===== src/sv/clock_display_mode_controller_assert.svh =====
// Assertion macros for the clock display mode controller; assume clk and rst_n in scope.
`ifndef CLOCK_DISPLAY_MODE_CONTROLLER_ASSERT_SVH
`define CLOCK_DISPLAY_MODE_CONTROLLER_ASSERT_SVH

// same-cycle implication
`define CDMC_ASSERT_IMP(lbl, a, b) \
  lbl: assert property (@(posedge clk) disable iff (!rst_n) (a) |-> (b)) \
    else $error("cdmc same-cycle check failed");

// next-cycle implication
`define CDMC_ASSERT_NEXT(lbl, a, b) \
  lbl: assert property (@(posedge clk) disable iff (!rst_n) (a) |=> (b)) \
    else $error("cdmc next-cycle check failed");

`endif


===== src/sv/cdmc_pkg.sv =====
// Types, constants and digit helpers shared by the clock display mode controller.
`timescale 1ns / 1ps

package cdmc_pkg;

  localparam int NOW_W   = 32;
  localparam int HOUR_W  = 5;
  localparam int MIN_W   = 6;
  localparam int TEMP_W  = 9;
  localparam int SEG_W   = 8;
  localparam int CFG_W   = 16;
  localparam int CFG_IDX_W = 3;

  // blink phase: bit 0 of now / 250 = bit 0 of (now >> 1) / 125, exact for 31-bit input
  localparam logic [31:0] BLINK_MAGIC = 32'd2199023256;
  localparam int          BLINK_SHIFT = 38;

  localparam logic [5:0] HOURS_PER_DAY   = 6'd24;
  localparam logic [6:0] MINS_PER_HOUR   = 7'd60;
  localparam logic [HOUR_W-1:0] EDIT_HOURS_RESET = 5'd12;

  localparam logic [SEG_W-1:0] SEG_BLANK = 8'h00;
  localparam logic [SEG_W-1:0] SEG_DP    = 8'h80;
  localparam logic [SEG_W-1:0] SEG_MINUS = 8'h40;
  localparam logic [SEG_W-1:0] SEG_C     = 8'h39;

  localparam logic [SEG_W-1:0] SEG_TAB [10] = '{
    8'h3F, 8'h06, 8'h5B, 8'h4F, 8'h66, 8'h6D, 8'h7D, 8'h07, 8'h7F, 8'h6F
  };

  localparam logic [CFG_W-1:0] CYCLE_LENGTH_RESET = 16'd50000;
  localparam logic [CFG_W-1:0] TEMP_SHOW_RESET    = 16'd45000;
  localparam logic [CFG_W-1:0] SHORT_MIN_RESET    = 16'd50;
  localparam logic [CFG_W-1:0] SHORT_LIMIT_RESET  = 16'd1500;
  localparam logic [CFG_W-1:0] LONG_PRESS_RESET   = 16'd2000;

  localparam logic [CFG_IDX_W-1:0] CFG_CYCLE_LENGTH = 3'd0;
  localparam logic [CFG_IDX_W-1:0] CFG_TEMP_SHOW    = 3'd1;
  localparam logic [CFG_IDX_W-1:0] CFG_SHORT_MIN    = 3'd2;
  localparam logic [CFG_IDX_W-1:0] CFG_SHORT_LIMIT  = 3'd3;
  localparam logic [CFG_IDX_W-1:0] CFG_LONG_PRESS   = 3'd4;

  typedef enum logic [1:0] {
    MODE_CLOCK = 2'd0,
    MODE_SET_H = 2'd1,
    MODE_SET_M = 2'd2,
    MODE_TEMP  = 2'd3
  } mode_t;

  typedef struct packed {
    logic [CFG_W-1:0] cycle_length_ms;
    logic [CFG_W-1:0] temp_show_from_ms;
    logic [CFG_W-1:0] short_press_min_ms;
    logic [CFG_W-1:0] short_press_limit_ms;
    logic [CFG_W-1:0] long_press_ms;
  } cfg_t;

  typedef struct packed {
    logic [NOW_W-1:0]         now_ms;
    logic                     button_down;
    logic [HOUR_W-1:0]        clock_hours;
    logic [MIN_W-1:0]         clock_minutes;
    logic                     colon_on;
    logic signed [TEMP_W-1:0] temperature_c;
    logic                     lit;
  } item_t;

  typedef struct packed {
    logic [SEG_W-1:0]  seg_digit3;
    logic [SEG_W-1:0]  seg_digit2;
    logic [SEG_W-1:0]  seg_digit1;
    logic [SEG_W-1:0]  seg_digit0;
    logic [1:0]        mode_now;
    logic              time_write;
    logic [HOUR_W-1:0] write_hours;
    logic [MIN_W-1:0]  write_minutes;
  } result_t;

  // x / 10, exact for x < 1029
  function automatic logic [9:0] div10(input logic [9:0] x);
    logic [20:0] p;
    p = 21'(x) * 21'd205;
    return p[20:11];
  endfunction

  // x / 100, exact for x <= 256
  function automatic logic [9:0] div100(input logic [9:0] x);
    logic [15:0] p;
    p = 16'(x) * 16'd41;
    return 10'(p[15:12]);
  endfunction

  function automatic logic [SEG_W-1:0] seg7(input logic [9:0] x);
    logic [13:0] r;
    r = 14'(x) - 14'(div10(x)) * 14'd10;
    return SEG_TAB[r[3:0]];
  endfunction

endpackage


===== src/sv/cdmc_if.sv =====
// Valid/ready channel interfaces for input samples and display results.
`timescale 1ns / 1ps

interface cdmc_in_if;
  logic                                   valid;
  logic                                   ready;
  logic [cdmc_pkg::NOW_W-1:0]             now_ms;
  logic                                   button_down;
  logic [cdmc_pkg::HOUR_W-1:0]            clock_hours;
  logic [cdmc_pkg::MIN_W-1:0]             clock_minutes;
  logic                                   colon_on;
  logic signed [cdmc_pkg::TEMP_W-1:0]     temperature_c;

  modport source (output valid, now_ms, button_down, clock_hours, clock_minutes,
                  colon_on, temperature_c, input ready);
  modport sink   (input valid, now_ms, button_down, clock_hours, clock_minutes,
                  colon_on, temperature_c, output ready);
endinterface

interface cdmc_out_if;
  logic                         valid;
  logic                         ready;
  logic [cdmc_pkg::SEG_W-1:0]   seg_digit3;
  logic [cdmc_pkg::SEG_W-1:0]   seg_digit2;
  logic [cdmc_pkg::SEG_W-1:0]   seg_digit1;
  logic [cdmc_pkg::SEG_W-1:0]   seg_digit0;
  logic [1:0]                   mode_now;
  logic                         time_write;
  logic [cdmc_pkg::HOUR_W-1:0]  write_hours;
  logic [cdmc_pkg::MIN_W-1:0]   write_minutes;

  modport source (output valid, seg_digit3, seg_digit2, seg_digit1, seg_digit0,
                  mode_now, time_write, write_hours, write_minutes, input ready);
  modport sink   (input valid, seg_digit3, seg_digit2, seg_digit1, seg_digit0,
                  mode_now, time_write, write_hours, write_minutes, output ready);
endinterface


===== src/sv/cdmc_cfg.sv =====
// Configuration register file for press thresholds and display cycle timing.
`timescale 1ns / 1ps

module cdmc_cfg (
  input  logic                             clk,
  input  logic                             rst_n,
  input  logic                             cfg_we,
  input  logic [cdmc_pkg::CFG_IDX_W-1:0]   cfg_index,
  input  logic [cdmc_pkg::CFG_W-1:0]       cfg_wdata,
  output cdmc_pkg::cfg_t                   cfg
);

  cdmc_pkg::cfg_t cfg_r;
  cdmc_pkg::cfg_t cfg_nxt;

  always_comb begin
    cfg_nxt = cfg_r;
    if (cfg_we) begin
      case (cfg_index)
        cdmc_pkg::CFG_CYCLE_LENGTH: cfg_nxt.cycle_length_ms      = cfg_wdata;
        cdmc_pkg::CFG_TEMP_SHOW:    cfg_nxt.temp_show_from_ms    = cfg_wdata;
        cdmc_pkg::CFG_SHORT_MIN:    cfg_nxt.short_press_min_ms   = cfg_wdata;
        cdmc_pkg::CFG_SHORT_LIMIT:  cfg_nxt.short_press_limit_ms = cfg_wdata;
        cdmc_pkg::CFG_LONG_PRESS:   cfg_nxt.long_press_ms        = cfg_wdata;
        default:                    cfg_nxt = cfg_r;
      endcase
    end
  end

  always_ff @(posedge clk) begin
    if (!rst_n) begin
      cfg_r.cycle_length_ms      <= cdmc_pkg::CYCLE_LENGTH_RESET;
      cfg_r.temp_show_from_ms    <= cdmc_pkg::TEMP_SHOW_RESET;
      cfg_r.short_press_min_ms   <= cdmc_pkg::SHORT_MIN_RESET;
      cfg_r.short_press_limit_ms <= cdmc_pkg::SHORT_LIMIT_RESET;
      cfg_r.long_press_ms        <= cdmc_pkg::LONG_PRESS_RESET;
    end else begin
      cfg_r <= cfg_nxt;
    end
  end

  assign cfg = cfg_r;

endmodule


===== src/sv/cdmc_in_stage.sv =====
// Input register: captures a sample and its precomputed blink phase.
`timescale 1ns / 1ps

module cdmc_in_stage (
  input  logic              clk,
  input  logic              rst_n,
  cdmc_in_if.sink           in_ch,
  input  logic              adv,
  output logic              s1_valid,
  output cdmc_pkg::item_t   s1_item
);

  logic              valid_r;
  logic              valid_nxt;
  cdmc_pkg::item_t   item_r;
  cdmc_pkg::item_t   item_nxt;
  logic [62:0]       blink_prod;
  logic              xfer;

  assign in_ch.ready = !valid_r || adv;
  assign xfer        = in_ch.valid && in_ch.ready;

  // product carries floor(now / 250) from bit BLINK_SHIFT up
  assign blink_prod = 63'(in_ch.now_ms[cdmc_pkg::NOW_W-1:1]) * 63'(cdmc_pkg::BLINK_MAGIC);

  always_comb begin
    item_nxt.now_ms        = in_ch.now_ms;
    item_nxt.button_down   = in_ch.button_down;
    item_nxt.clock_hours   = in_ch.clock_hours;
    item_nxt.clock_minutes = in_ch.clock_minutes;
    item_nxt.colon_on      = in_ch.colon_on;
    item_nxt.temperature_c = in_ch.temperature_c;
    item_nxt.lit           = !blink_prod[cdmc_pkg::BLINK_SHIFT];
    if (xfer) begin
      valid_nxt = 1'b1;
    end else if (adv) begin
      valid_nxt = 1'b0;
    end else begin
      valid_nxt = valid_r;
    end
  end

  always_ff @(posedge clk) begin
    if (!rst_n) begin
      valid_r <= 1'b0;
    end else begin
      valid_r <= valid_nxt;
    end
  end

  always_ff @(posedge clk) begin
    if (xfer) begin
      item_r <= item_nxt;
    end
  end

  assign s1_valid = valid_r;
  assign s1_item  = item_r;

endmodule


===== src/sv/cdmc_step.sv =====
// Button timing, mode sequencing, display cycle and segment encoding for one sample.
`timescale 1ns / 1ps

module cdmc_step (
  input  logic              clk,
  input  logic              rst_n,
  input  logic              adv,
  input  cdmc_pkg::item_t   it,
  input  cdmc_pkg::cfg_t    cfg,
  output cdmc_pkg::result_t res
);

  cdmc_pkg::mode_t                   mode_r, mode_nxt;
  logic [cdmc_pkg::NOW_W-1:0]        cycle_start_r, cycle_start_nxt;
  logic [cdmc_pkg::NOW_W-1:0]        press_start_r, press_start_nxt;
  logic                              press_seen_r, press_seen_nxt;
  logic [cdmc_pkg::HOUR_W-1:0]       edit_hours_r, edit_hours_nxt;
  logic [cdmc_pkg::MIN_W-1:0]        edit_minutes_r, edit_minutes_nxt;
  logic signed [cdmc_pkg::TEMP_W-1:0] held_temp_r, held_temp_nxt;
  logic                              snapshot_done_r, snapshot_done_nxt;

  logic [cdmc_pkg::NOW_W-1:0]        dur;
  logic [cdmc_pkg::NOW_W-1:0]        elapsed;
  logic [5:0]                        hour_sum;
  logic [6:0]                        min_sum;
  logic [cdmc_pkg::HOUR_W-1:0]       hour_inc;
  logic [cdmc_pkg::MIN_W-1:0]        min_inc;
  logic                              wr;
  logic [cdmc_pkg::HOUR_W-1:0]       show_h;
  logic [cdmc_pkg::MIN_W-1:0]        show_m;
  logic [9:0]                        temp_ext;
  logic [9:0]                        mag;
  logic [cdmc_pkg::SEG_W-1:0]        cmask;
  logic [cdmc_pkg::SEG_W-1:0]        h1, h0, m1, m0;
  logic [cdmc_pkg::SEG_W-1:0]        d3, d2, d1, d0;

  assign dur      = it.now_ms - press_start_r;
  assign hour_sum = 6'(edit_hours_r) + 6'd1;
  assign min_sum  = 7'(edit_minutes_r) + 7'd1;
  assign hour_inc = (hour_sum >= cdmc_pkg::HOURS_PER_DAY) ?
                    5'(hour_sum - cdmc_pkg::HOURS_PER_DAY) : 5'(hour_sum);
  assign min_inc  = (min_sum >= cdmc_pkg::MINS_PER_HOUR) ?
                    6'(min_sum - cdmc_pkg::MINS_PER_HOUR) : 6'(min_sum);

  always_comb begin
    mode_nxt          = mode_r;
    cycle_start_nxt   = cycle_start_r;
    press_start_nxt   = press_start_r;
    press_seen_nxt    = press_seen_r;
    edit_hours_nxt    = edit_hours_r;
    edit_minutes_nxt  = edit_minutes_r;
    held_temp_nxt     = held_temp_r;
    snapshot_done_nxt = snapshot_done_r;
    wr                = 1'b0;
    show_h            = it.clock_hours;
    show_m            = it.clock_minutes;

    if (it.button_down && !press_seen_r) begin
      press_start_nxt = it.now_ms;
      press_seen_nxt  = 1'b1;
    end else if (!it.button_down && press_seen_r) begin
      press_seen_nxt = 1'b0;
      if (dur >= 32'(cfg.short_press_min_ms) && dur < 32'(cfg.short_press_limit_ms)) begin
        if (mode_r == cdmc_pkg::MODE_SET_H) begin
          edit_hours_nxt = hour_inc;
        end else if (mode_r == cdmc_pkg::MODE_SET_M) begin
          edit_minutes_nxt = min_inc;
        end
      end
    end else if (it.button_down && press_seen_r && dur >= 32'(cfg.long_press_ms)) begin
      press_seen_nxt = 1'b0;
      case (mode_r)
        cdmc_pkg::MODE_CLOCK: begin
          edit_hours_nxt   = it.clock_hours;
          edit_minutes_nxt = it.clock_minutes;
          mode_nxt         = cdmc_pkg::MODE_SET_H;
        end
        cdmc_pkg::MODE_SET_H: begin
          mode_nxt = cdmc_pkg::MODE_SET_M;
        end
        cdmc_pkg::MODE_SET_M: begin
          wr              = 1'b1;
          show_h          = edit_hours_r;
          show_m          = edit_minutes_r;
          mode_nxt        = cdmc_pkg::MODE_CLOCK;
          cycle_start_nxt = it.now_ms;
        end
        default: begin
          mode_nxt = mode_r;
        end
      endcase
    end

    elapsed = it.now_ms - cycle_start_nxt;
    if (mode_nxt == cdmc_pkg::MODE_CLOCK || mode_nxt == cdmc_pkg::MODE_TEMP) begin
      if (elapsed >= 32'(cfg.cycle_length_ms)) begin
        cycle_start_nxt = it.now_ms;
        mode_nxt        = cdmc_pkg::MODE_CLOCK;
      end else if (elapsed >= 32'(cfg.temp_show_from_ms)) begin
        mode_nxt = cdmc_pkg::MODE_TEMP;
      end else begin
        mode_nxt = cdmc_pkg::MODE_CLOCK;
      end
    end

    if (mode_nxt == cdmc_pkg::MODE_CLOCK) begin
      snapshot_done_nxt = 1'b0;
    end else if (mode_nxt == cdmc_pkg::MODE_TEMP && !snapshot_done_r) begin
      held_temp_nxt     = it.temperature_c;
      snapshot_done_nxt = 1'b1;
    end

    // temperature magnitude, sign handled separately
    temp_ext = {held_temp_nxt[cdmc_pkg::TEMP_W-1], held_temp_nxt};
    mag      = held_temp_nxt[cdmc_pkg::TEMP_W-1] ? (10'd0 - temp_ext) : temp_ext;

    cmask = it.colon_on ? cdmc_pkg::SEG_DP : cdmc_pkg::SEG_BLANK;
    h1 = cdmc_pkg::seg7(cdmc_pkg::div10(10'(edit_hours_nxt)))   | cdmc_pkg::SEG_DP;
    h0 = cdmc_pkg::seg7(10'(edit_hours_nxt))                    | cdmc_pkg::SEG_DP;
    m1 = cdmc_pkg::seg7(cdmc_pkg::div10(10'(edit_minutes_nxt))) | cdmc_pkg::SEG_DP;
    m0 = cdmc_pkg::seg7(10'(edit_minutes_nxt))                  | cdmc_pkg::SEG_DP;

    case (mode_nxt)
      cdmc_pkg::MODE_CLOCK: begin
        d3 = cdmc_pkg::seg7(cdmc_pkg::div10(10'(show_h))) | cmask;
        d2 = cdmc_pkg::seg7(10'(show_h))                  | cmask;
        d1 = cdmc_pkg::seg7(cdmc_pkg::div10(10'(show_m))) | cmask;
        d0 = cdmc_pkg::seg7(10'(show_m))                  | cmask;
      end
      cdmc_pkg::MODE_TEMP: begin
        d0 = cdmc_pkg::SEG_C;
        d1 = cdmc_pkg::seg7(mag);
        d2 = (mag >= 10'd10) ? cdmc_pkg::seg7(cdmc_pkg::div10(mag)) : cdmc_pkg::SEG_BLANK;
        if (held_temp_nxt[cdmc_pkg::TEMP_W-1]) begin
          d3 = cdmc_pkg::SEG_MINUS;
        end else if (mag >= 10'd100) begin
          d3 = cdmc_pkg::seg7(cdmc_pkg::div100(mag));
        end else begin
          d3 = cdmc_pkg::SEG_BLANK;
        end
      end
      cdmc_pkg::MODE_SET_H: begin
        d3 = it.lit ? h1 : cdmc_pkg::SEG_DP;
        d2 = it.lit ? h0 : cdmc_pkg::SEG_DP;
        d1 = m1;
        d0 = m0;
      end
      default: begin
        d3 = h1;
        d2 = h0;
        d1 = it.lit ? m1 : cdmc_pkg::SEG_DP;
        d0 = it.lit ? m0 : cdmc_pkg::SEG_DP;
      end
    endcase

    res.seg_digit3    = d3;
    res.seg_digit2    = d2;
    res.seg_digit1    = d1;
    res.seg_digit0    = d0;
    res.mode_now      = mode_nxt;
    res.time_write    = wr;
    res.write_hours   = wr ? show_h : '0;
    res.write_minutes = wr ? show_m : '0;
  end

  always_ff @(posedge clk) begin
    if (!rst_n) begin
      mode_r          <= cdmc_pkg::MODE_CLOCK;
      cycle_start_r   <= '0;
      press_start_r   <= '0;
      press_seen_r    <= 1'b0;
      edit_hours_r    <= cdmc_pkg::EDIT_HOURS_RESET;
      edit_minutes_r  <= '0;
      held_temp_r     <= '0;
      snapshot_done_r <= 1'b0;
    end else if (adv) begin
      mode_r          <= mode_nxt;
      cycle_start_r   <= cycle_start_nxt;
      press_start_r   <= press_start_nxt;
      press_seen_r    <= press_seen_nxt;
      edit_hours_r    <= edit_hours_nxt;
      edit_minutes_r  <= edit_minutes_nxt;
      held_temp_r     <= held_temp_nxt;
      snapshot_done_r <= snapshot_done_nxt;
    end
  end

endmodule


===== src/sv/cdmc_out_stage.sv =====
// Result register driving the display result channel.
`timescale 1ns / 1ps

module cdmc_out_stage (
  input  logic               clk,
  input  logic               rst_n,
  input  logic               load,
  input  cdmc_pkg::result_t  res,
  output logic               can_take,
  cdmc_out_if.source         out_ch
);

  logic               valid_r;
  logic               valid_nxt;
  cdmc_pkg::result_t  res_r;

  assign can_take = !valid_r || out_ch.ready;

  always_comb begin
    if (load) begin
      valid_nxt = 1'b1;
    end else if (out_ch.ready) begin
      valid_nxt = 1'b0;
    end else begin
      valid_nxt = valid_r;
    end
  end

  always_ff @(posedge clk) begin
    if (!rst_n) begin
      valid_r <= 1'b0;
    end else begin
      valid_r <= valid_nxt;
    end
  end

  always_ff @(posedge clk) begin
    if (load) begin
      res_r <= res;
    end
  end

  assign out_ch.valid         = valid_r;
  assign out_ch.seg_digit3    = res_r.seg_digit3;
  assign out_ch.seg_digit2    = res_r.seg_digit2;
  assign out_ch.seg_digit1    = res_r.seg_digit1;
  assign out_ch.seg_digit0    = res_r.seg_digit0;
  assign out_ch.mode_now      = res_r.mode_now;
  assign out_ch.time_write    = res_r.time_write;
  assign out_ch.write_hours   = res_r.write_hours;
  assign out_ch.write_minutes = res_r.write_minutes;

endmodule


===== src/sv/clock_display_mode_controller.sv =====
// Top level of the clock display mode controller.
//
//   channel   dir   handshake       payload
//   in_ch     in    valid/ready     tick, button, clock time, colon, temperature
//   out_ch    out   valid/ready     four segment bytes, mode, time write
//   cfg_*     in    cfg_we          register index and 16-bit data
//
// One sample per clock unless out_ch stalls: input register, one pass of step
// logic, result register. Result is valid once loaded into the result register.
// Blink phase is computed from the tick as the sample enters the input register.
// A stalled result holds the input register; a full input register takes a new
// sample in the cycle it hands its own to the result register.
// Synchronous active-low reset; no clearing pass.
`timescale 1ns / 1ps
`include "clock_display_mode_controller_assert.svh"

module clock_display_mode_controller (
  input  logic                             clk,
  input  logic                             rst_n,
  cdmc_in_if.sink                          in_ch,
  cdmc_out_if.source                       out_ch,
  input  logic                             cfg_we,
  input  logic [cdmc_pkg::CFG_IDX_W-1:0]   cfg_index,
  input  logic [cdmc_pkg::CFG_W-1:0]       cfg_wdata
);

  cdmc_pkg::cfg_t     cfg;
  cdmc_pkg::item_t    s1_item;
  cdmc_pkg::result_t  res;
  logic               s1_valid;
  logic               can_take;
  logic               adv;

  assign adv = s1_valid && can_take;

  cdmc_cfg u_cfg (
    .clk       (clk),
    .rst_n     (rst_n),
    .cfg_we    (cfg_we),
    .cfg_index (cfg_index),
    .cfg_wdata (cfg_wdata),
    .cfg       (cfg)
  );

  cdmc_in_stage u_in (
    .clk      (clk),
    .rst_n    (rst_n),
    .in_ch    (in_ch),
    .adv      (adv),
    .s1_valid (s1_valid),
    .s1_item  (s1_item)
  );

  cdmc_step u_step (
    .clk   (clk),
    .rst_n (rst_n),
    .adv   (adv),
    .it    (s1_item),
    .cfg   (cfg),
    .res   (res)
  );

  cdmc_out_stage u_out (
    .clk      (clk),
    .rst_n    (rst_n),
    .load     (adv),
    .res      (res),
    .can_take (can_take),
    .out_ch   (out_ch)
  );

  `CDMC_ASSERT_IMP(a_commit_normal, out_ch.valid && out_ch.time_write,
                   out_ch.mode_now == cdmc_pkg::MODE_CLOCK)
  `CDMC_ASSERT_IMP(a_no_write_zero, out_ch.valid && !out_ch.time_write,
                   out_ch.write_hours == 5'd0 && out_ch.write_minutes == 6'd0)
  `CDMC_ASSERT_IMP(a_set_colon,
                   out_ch.valid && (out_ch.mode_now == cdmc_pkg::MODE_SET_H ||
                                    out_ch.mode_now == cdmc_pkg::MODE_SET_M),
                   out_ch.seg_digit3[7] && out_ch.seg_digit0[7])
  `CDMC_ASSERT_NEXT(a_adv_fills_out, adv, out_ch.valid)

endmodule

===== src/flat_wrapper.sv =====
// flat-port wrapper written by rule: the top's interface ports become plain ports
module clock_display_mode_controller_flat 
  (clk, rst_n, cfg_we, cfg_index, cfg_wdata, in_ch_valid, in_ch_now_ms, in_ch_button_down, in_ch_clock_hours, in_ch_clock_minutes, in_ch_colon_on, in_ch_temperature_c, in_ch_ready, out_ch_valid, out_ch_seg_digit3, out_ch_seg_digit2, out_ch_seg_digit1, out_ch_seg_digit0, out_ch_mode_now, out_ch_time_write, out_ch_write_hours, out_ch_write_minutes, out_ch_ready);
  cdmc_in_if in_ch_i ();
  cdmc_out_if out_ch_i ();
  input  logic clk;
  input  logic rst_n;
  input  logic cfg_we;
  input  logic [cdmc_pkg::CFG_IDX_W-1:0] cfg_index;
  input  logic [cdmc_pkg::CFG_W-1:0] cfg_wdata;
  input wire logic [$bits(in_ch_i.valid)-1:0] in_ch_valid;
  input wire logic [$bits(in_ch_i.now_ms)-1:0] in_ch_now_ms;
  input wire logic [$bits(in_ch_i.button_down)-1:0] in_ch_button_down;
  input wire logic [$bits(in_ch_i.clock_hours)-1:0] in_ch_clock_hours;
  input wire logic [$bits(in_ch_i.clock_minutes)-1:0] in_ch_clock_minutes;
  input wire logic [$bits(in_ch_i.colon_on)-1:0] in_ch_colon_on;
  input wire logic [$bits(in_ch_i.temperature_c)-1:0] in_ch_temperature_c;
  output wire logic [$bits(in_ch_i.ready)-1:0] in_ch_ready;
  output wire logic [$bits(out_ch_i.valid)-1:0] out_ch_valid;
  output wire logic [$bits(out_ch_i.seg_digit3)-1:0] out_ch_seg_digit3;
  output wire logic [$bits(out_ch_i.seg_digit2)-1:0] out_ch_seg_digit2;
  output wire logic [$bits(out_ch_i.seg_digit1)-1:0] out_ch_seg_digit1;
  output wire logic [$bits(out_ch_i.seg_digit0)-1:0] out_ch_seg_digit0;
  output wire logic [$bits(out_ch_i.mode_now)-1:0] out_ch_mode_now;
  output wire logic [$bits(out_ch_i.time_write)-1:0] out_ch_time_write;
  output wire logic [$bits(out_ch_i.write_hours)-1:0] out_ch_write_hours;
  output wire logic [$bits(out_ch_i.write_minutes)-1:0] out_ch_write_minutes;
  input wire logic [$bits(out_ch_i.ready)-1:0] out_ch_ready;
  assign in_ch_i.valid = in_ch_valid;
  assign in_ch_i.now_ms = in_ch_now_ms;
  assign in_ch_i.button_down = in_ch_button_down;
  assign in_ch_i.clock_hours = in_ch_clock_hours;
  assign in_ch_i.clock_minutes = in_ch_clock_minutes;
  assign in_ch_i.colon_on = in_ch_colon_on;
  assign in_ch_i.temperature_c = in_ch_temperature_c;
  assign in_ch_ready = in_ch_i.ready;
  assign out_ch_valid = out_ch_i.valid;
  assign out_ch_seg_digit3 = out_ch_i.seg_digit3;
  assign out_ch_seg_digit2 = out_ch_i.seg_digit2;
  assign out_ch_seg_digit1 = out_ch_i.seg_digit1;
  assign out_ch_seg_digit0 = out_ch_i.seg_digit0;
  assign out_ch_mode_now = out_ch_i.mode_now;
  assign out_ch_time_write = out_ch_i.time_write;
  assign out_ch_write_hours = out_ch_i.write_hours;
  assign out_ch_write_minutes = out_ch_i.write_minutes;
  assign out_ch_i.ready = out_ch_ready;
  clock_display_mode_controller u_core (.clk(clk), .rst_n(rst_n), .in_ch(in_ch_i), .out_ch(out_ch_i), .cfg_we(cfg_we), .cfg_index(cfg_index), .cfg_wdata(cfg_wdata));
endmodule

===== config.mk =====
export PLATFORM = sky130hd
export DESIGN_NAME = clock_display_mode_controller_flat
export DESIGN_NICKNAME = d
export VERILOG_FILES = /design/src/sv/cdmc_pkg.sv /design/src/sv/cdmc_if.sv /design/src/sv/cdmc_cfg.sv /design/src/sv/cdmc_in_stage.sv /design/src/sv/cdmc_step.sv /design/src/sv/cdmc_out_stage.sv /design/src/sv/clock_display_mode_controller.sv /design/src/flat_wrapper.sv
export VERILOG_INCLUDE_DIRS = /design/src /design/src/sv
export SDC_FILE = /design/constraint.sdc
export NUM_CORES = 2
export LEC_CHECK = 0
export BUFFER_PORTS_ARGS = -buffer_cell sky130_fd_sc_hd__buf_2
export CAP_MARGIN = 10
export CORE_MARGIN = 4
export CORE_UTILIZATION = 50
export CTS_BUF_LIST = sky130_fd_sc_hd__clkbuf_4
export CTS_CLUSTER_DIAMETER = 120
export DETAILED_ROUTE_END_ITERATION = 6
export GPL_TIMING_DRIVEN = 0
export PLACE_DENSITY = 0.71
export SYNTH_ARGS = -nofsm -noshare
export SYNTH_HDL_FRONTEND = slang
export SYNTH_SLANG_ARGS = --single-unit

===== constraint.sdc =====
create_clock -name clk -period 36.4 [get_ports clk]
set_input_delay 5.46 -clock clk [delete_from_list [all_inputs] [get_ports clk]]
set_output_delay 5.46 -clock clk [all_outputs]
set_load 0.02 [all_outputs]

==> flow_summary.json <==
{
  "status": "finished, final reports clean",
  "dieArea_um2": 72050,
  "synth_top_area_share_pct": 24.72,
  "worstSetupEndpointType": "flop",
  "io_pins": 126,
  "wl_um": 83620,
  "cp-start-kind": "flop",
  "synth-warning-count": 0,
  "vias_per_cell": 5.377,
  "ctsResizeCount": 0,
  "grt-busiest-layer": "met2",
  "hold_buffers": 0,
  "cellPowerDensity_nw_per_um2": 60.94,
  "overflow": 0,
  "async_flop_share_pct": 0,
  "ys_seq_elements": 268,
  "cts_tree": "built",
  "antenna_found_initial": 7,
  "ys.flop_type": "dfxtp_1",
  "yosysTopAreaCell": "ha_1",
  "routabilityCongestion": 0.9493,
  "syn_to_final_growth_pct": 8.185,
  "worst_pin_slew_ps": 1070,
  "crit_path_max_incr_delay_ps": 850,
  "route.vias.total": 26203,
  "min_period_over_period_pct": 65.18,
  "grtUsageMet3_pct": 3.531,
  "p_leak_nw": 18.15,
  "post-cts-setup-buffers": 0,
  "drt-wirelength-per-cell_um": 17.16,
  "p_clk_share_pct": 13.2,
  "relSlewSlack_pct": 27.93,
  "layout-drive-gt1-share_pct": 8.310,
  "swShare_pct": 46.35,
  "grt_pass1_wl_um": 135100,
  "clk_latency_ps": 840,
  "finClkSkew_ps": 96.11,
  "yosysSeqAreaShare_pct": 18.72,
  "syn_avg_cell_area_um2": 9.090,
  "holdCritPathClass": "reg2reg",
  "peakVddDrop_v": 0.0001290,
  "initial_core_util_pct": 50.49,
  "syn_area_um2": 33910,
  "period_needed_ps": 23730,
  "grt_use_met2_pct": 38.49,
  "finalHoldViolCount": 0,
  "cts_root_buffer": "clkbuf_4",
  "dieHeight_um": 268.4,
  "grt_pass1_vias": 26219,
  "slowest_stage": "mux2i_1",
  "cap_violations": 0,
  "worst_setup_hold_path_clk_slew_ps": 60,
  "clock-sinks": 268,
  "grt_max_degree": 56,
  "placed_area_um2": 35660,
  "fin_area_um2": 36680,
  "hpwl_um": 67630,
  "layout_commonest_cell": "ha_1",
  "clk_path_buf_depth": 3,
  "sequentialPowerShare_pct": 15.6,
  "drv_slew": 0,
  "num_rows": 95,
  "p_comb_share_pct": 71.2,
  "final_util_pct": 54.62,
  "first_pass_iters": 7,
  "drcViolationCount": 0,
  "use_met1_pct": 32.09,
  "finalNetCount": 4951,
  "path_class": "reg2reg",
  "setup_viol": 0,
  "switching_power_mw": 1.036,
  "setup_tns_ps": 0,
  "synth_edf_count": 98,
  "cts_max_level": 3,
  "cp.required_ps": 36880,
  "crit_fanout": 10,
  "intPower_mw": 1.199,
  "numPortBuffers": 123,
  "syn_inst": 3730,
  "final_cell_mix": "ha_1 (670), inv_1 (659), nand2_1 (364)",
  "core_area_um2": 67160,
  "synth_cell_types": 99,
  "synthTopCellsByArea": "ha_1 (25%), fa_1 (16%), dfxtp_1 (10%), edfxtp_1 (8.7%), inv_1 (7.3%)",
  "grt_setup_unrepaired": "false",
  "grtUsageTotal_pct": 23.43,
  "drtIter0Drc": 1657,
  "die_w_um": 268.4,
  "crit_top_cell": "ha_1",
  "detail-route-antenna-nets": 0,
  "cts_buffers": 77,
  "critPathArrivalTime_ps": 24200,
  "max_freq_mhz": 42.15
}
cell type report:
class | instances | area (um2)
diodes | 5 | 12.51
plain buffers | 109 | 467.9
clock buffers | 106 | 795.8
clock inverters | 29 | 212.7
fillers | 6141 | 30480
inverters | 659 | 2474
multi-input cells | 2700 | 24650
flip-flops and latches | 268 | 6346
well taps | 873 | 1092
repair buffers | 124 | 635.6
power by group through the flow:
| stage | clock network (mW) | registers, mW | logic [mW] |
|---|---|---|---|
| finish | 0.295 | 0.349 | 1.59 |
| detailed placement | 0 | 0.355 | 1.59 |
| CTS | 0.304 | 0.349 | 1.61 |
| global route | 0.321 | 0.350 | 1.86 |
| global placement | 0 | 0.355 | 1.55 |
| floorplan | 0 | 0.356 | 1.19 |
registers in the layout (all words and copies together), names as in the netlist:
name and flops:
u_core.u_step.held_temp_r 9, u_core.u_out.out_ch.seg_digit3 8, u_core.u_out.out_ch.seg_digit1 7, u_core.u_step.edit_hours_r 5
u_core.u_in.s1_valid 1, u_core.u_out.out_ch.mode_now 2, u_core.u_step.mode_r 2, u_core.u_cfg.cfg 80
u_core.u_out.out_ch.write_minutes 6, u_core.u_out.out_ch.write_hours 5, u_core.u_step.cycle_start_r 32, u_core.u_out.out_ch.seg_digit2 7
u_core.u_step.edit_minutes_r 6, u_core.u_out.out_ch.valid 1, u_core.u_in.s1_item 55, u_core.u_step.snapshot_done_r 1
u_core.u_out.out_ch.time_write 1, u_core.u_step.press_seen_r 1, u_core.u_step.press_start_r 32, u_core.u_out.out_ch.seg_digit0 7
cells in the mapped netlist (6+ instances only):
library cell / n
ha_1: 670
inv_1: 659
nand2_1: 364
fa_1: 264
a21oi_1: 170
dfxtp_1: 170
nor2_1: 134
o21ai_0: 109
edfxtp_1: 98
mux2i_1: 94
a21boi_0: 93
nor2b_1: 77
clkbuf_1: 76
xnor2_1: 72
a21o_1: 63
o211ai_1: 51
xor2_1: 49
nand4_1: 43
nand2b_1: 34
nor3_1: 31
nand3_1: 29
o21a_1: 29
and2_1: 24
buf_2: 19
a31oi_1: 18
o21ai_1: 17
a211oi_1: 16
o22ai_1: 16
or2_2: 16
or3_1: 13
o211a_1: 12
and3_1: 11
a41oi_1: 8
buf_1: 8
nor3b_1: 8
nor4_1: 8
a2111oi_0: 7
a211o_1: 7
o22a_1: 7
o31ai_1: 7
a21oi_2: 6
o21ai_2: 6
worst max-delay path, delay by kind of cell, from the launching register on:
family,cells,cell delay [ps]
multiplexers,2,1190
buffers and inverters,6,2420
adder cells (fa/ha/maj),17,6320
AO/OA/AOI/OAI,28,5790
XOR/XNOR,9,2790
AND/OR/NAND/NOR,28,4360
flip-flops,1,540
final timing paths:
kind / depth (start not counted) / end / slack [ps] / from
max: 90 / u_core.u_out.out_ch.seg_digit2[4] / 12670 / u_core.u_in.s1_item[27]
min: 2 / u_core.u_cfg.cfg[5] / 460 / u_core.u_cfg.cfg[5]
max reg2reg: 90 / u_core.u_out.out_ch.seg_digit2[4] / 12670 / u_core.u_in.s1_item[27]
min reg2reg: 2 / u_core.u_cfg.cfg[5] / 460 / u_core.u_cfg.cfg[5]
metal layers:
metal	wire length [um]	up-vias
met5	20	-
met4	2315	2
met3	4388	130
met2	38180	602
met1	38710	12459
li1	-	13010
per-stage QoR:
step / hold WS, ps / cells / power (mW) / worst slack [ps]
3_5_place_dp: 456.6 / 4733 / 1.949 / 12900
6_report: 463.6 / 4873 / 2.236 / 12670
5_1_grt: 486.6 / 4872 / 2.530 / 10980
2_1_floorplan: 443.5 / 3736 / 1.549 / 17750
4_1_cts: 465.0 / 4868 / 2.263 / 12780
3_3_place_gp: 448.9 / 4732 / 1.906 / 13090
kinds of logic (layout without fill, tap and decap cells):
group	count (synthesis)	after routing	synth area share, %
other cells	2	13	0.02215
compound gates	711	711	14.25
flops	268	268	18.72
buf+inv	768	1027	8.672
fa+ha+maj	934	934	40.31
simple gates	816	816	11.39
xor+xnor	130	130	3.613
mux	101	101	3.018
Note: power is estimated with default switching activity, not from simulation.
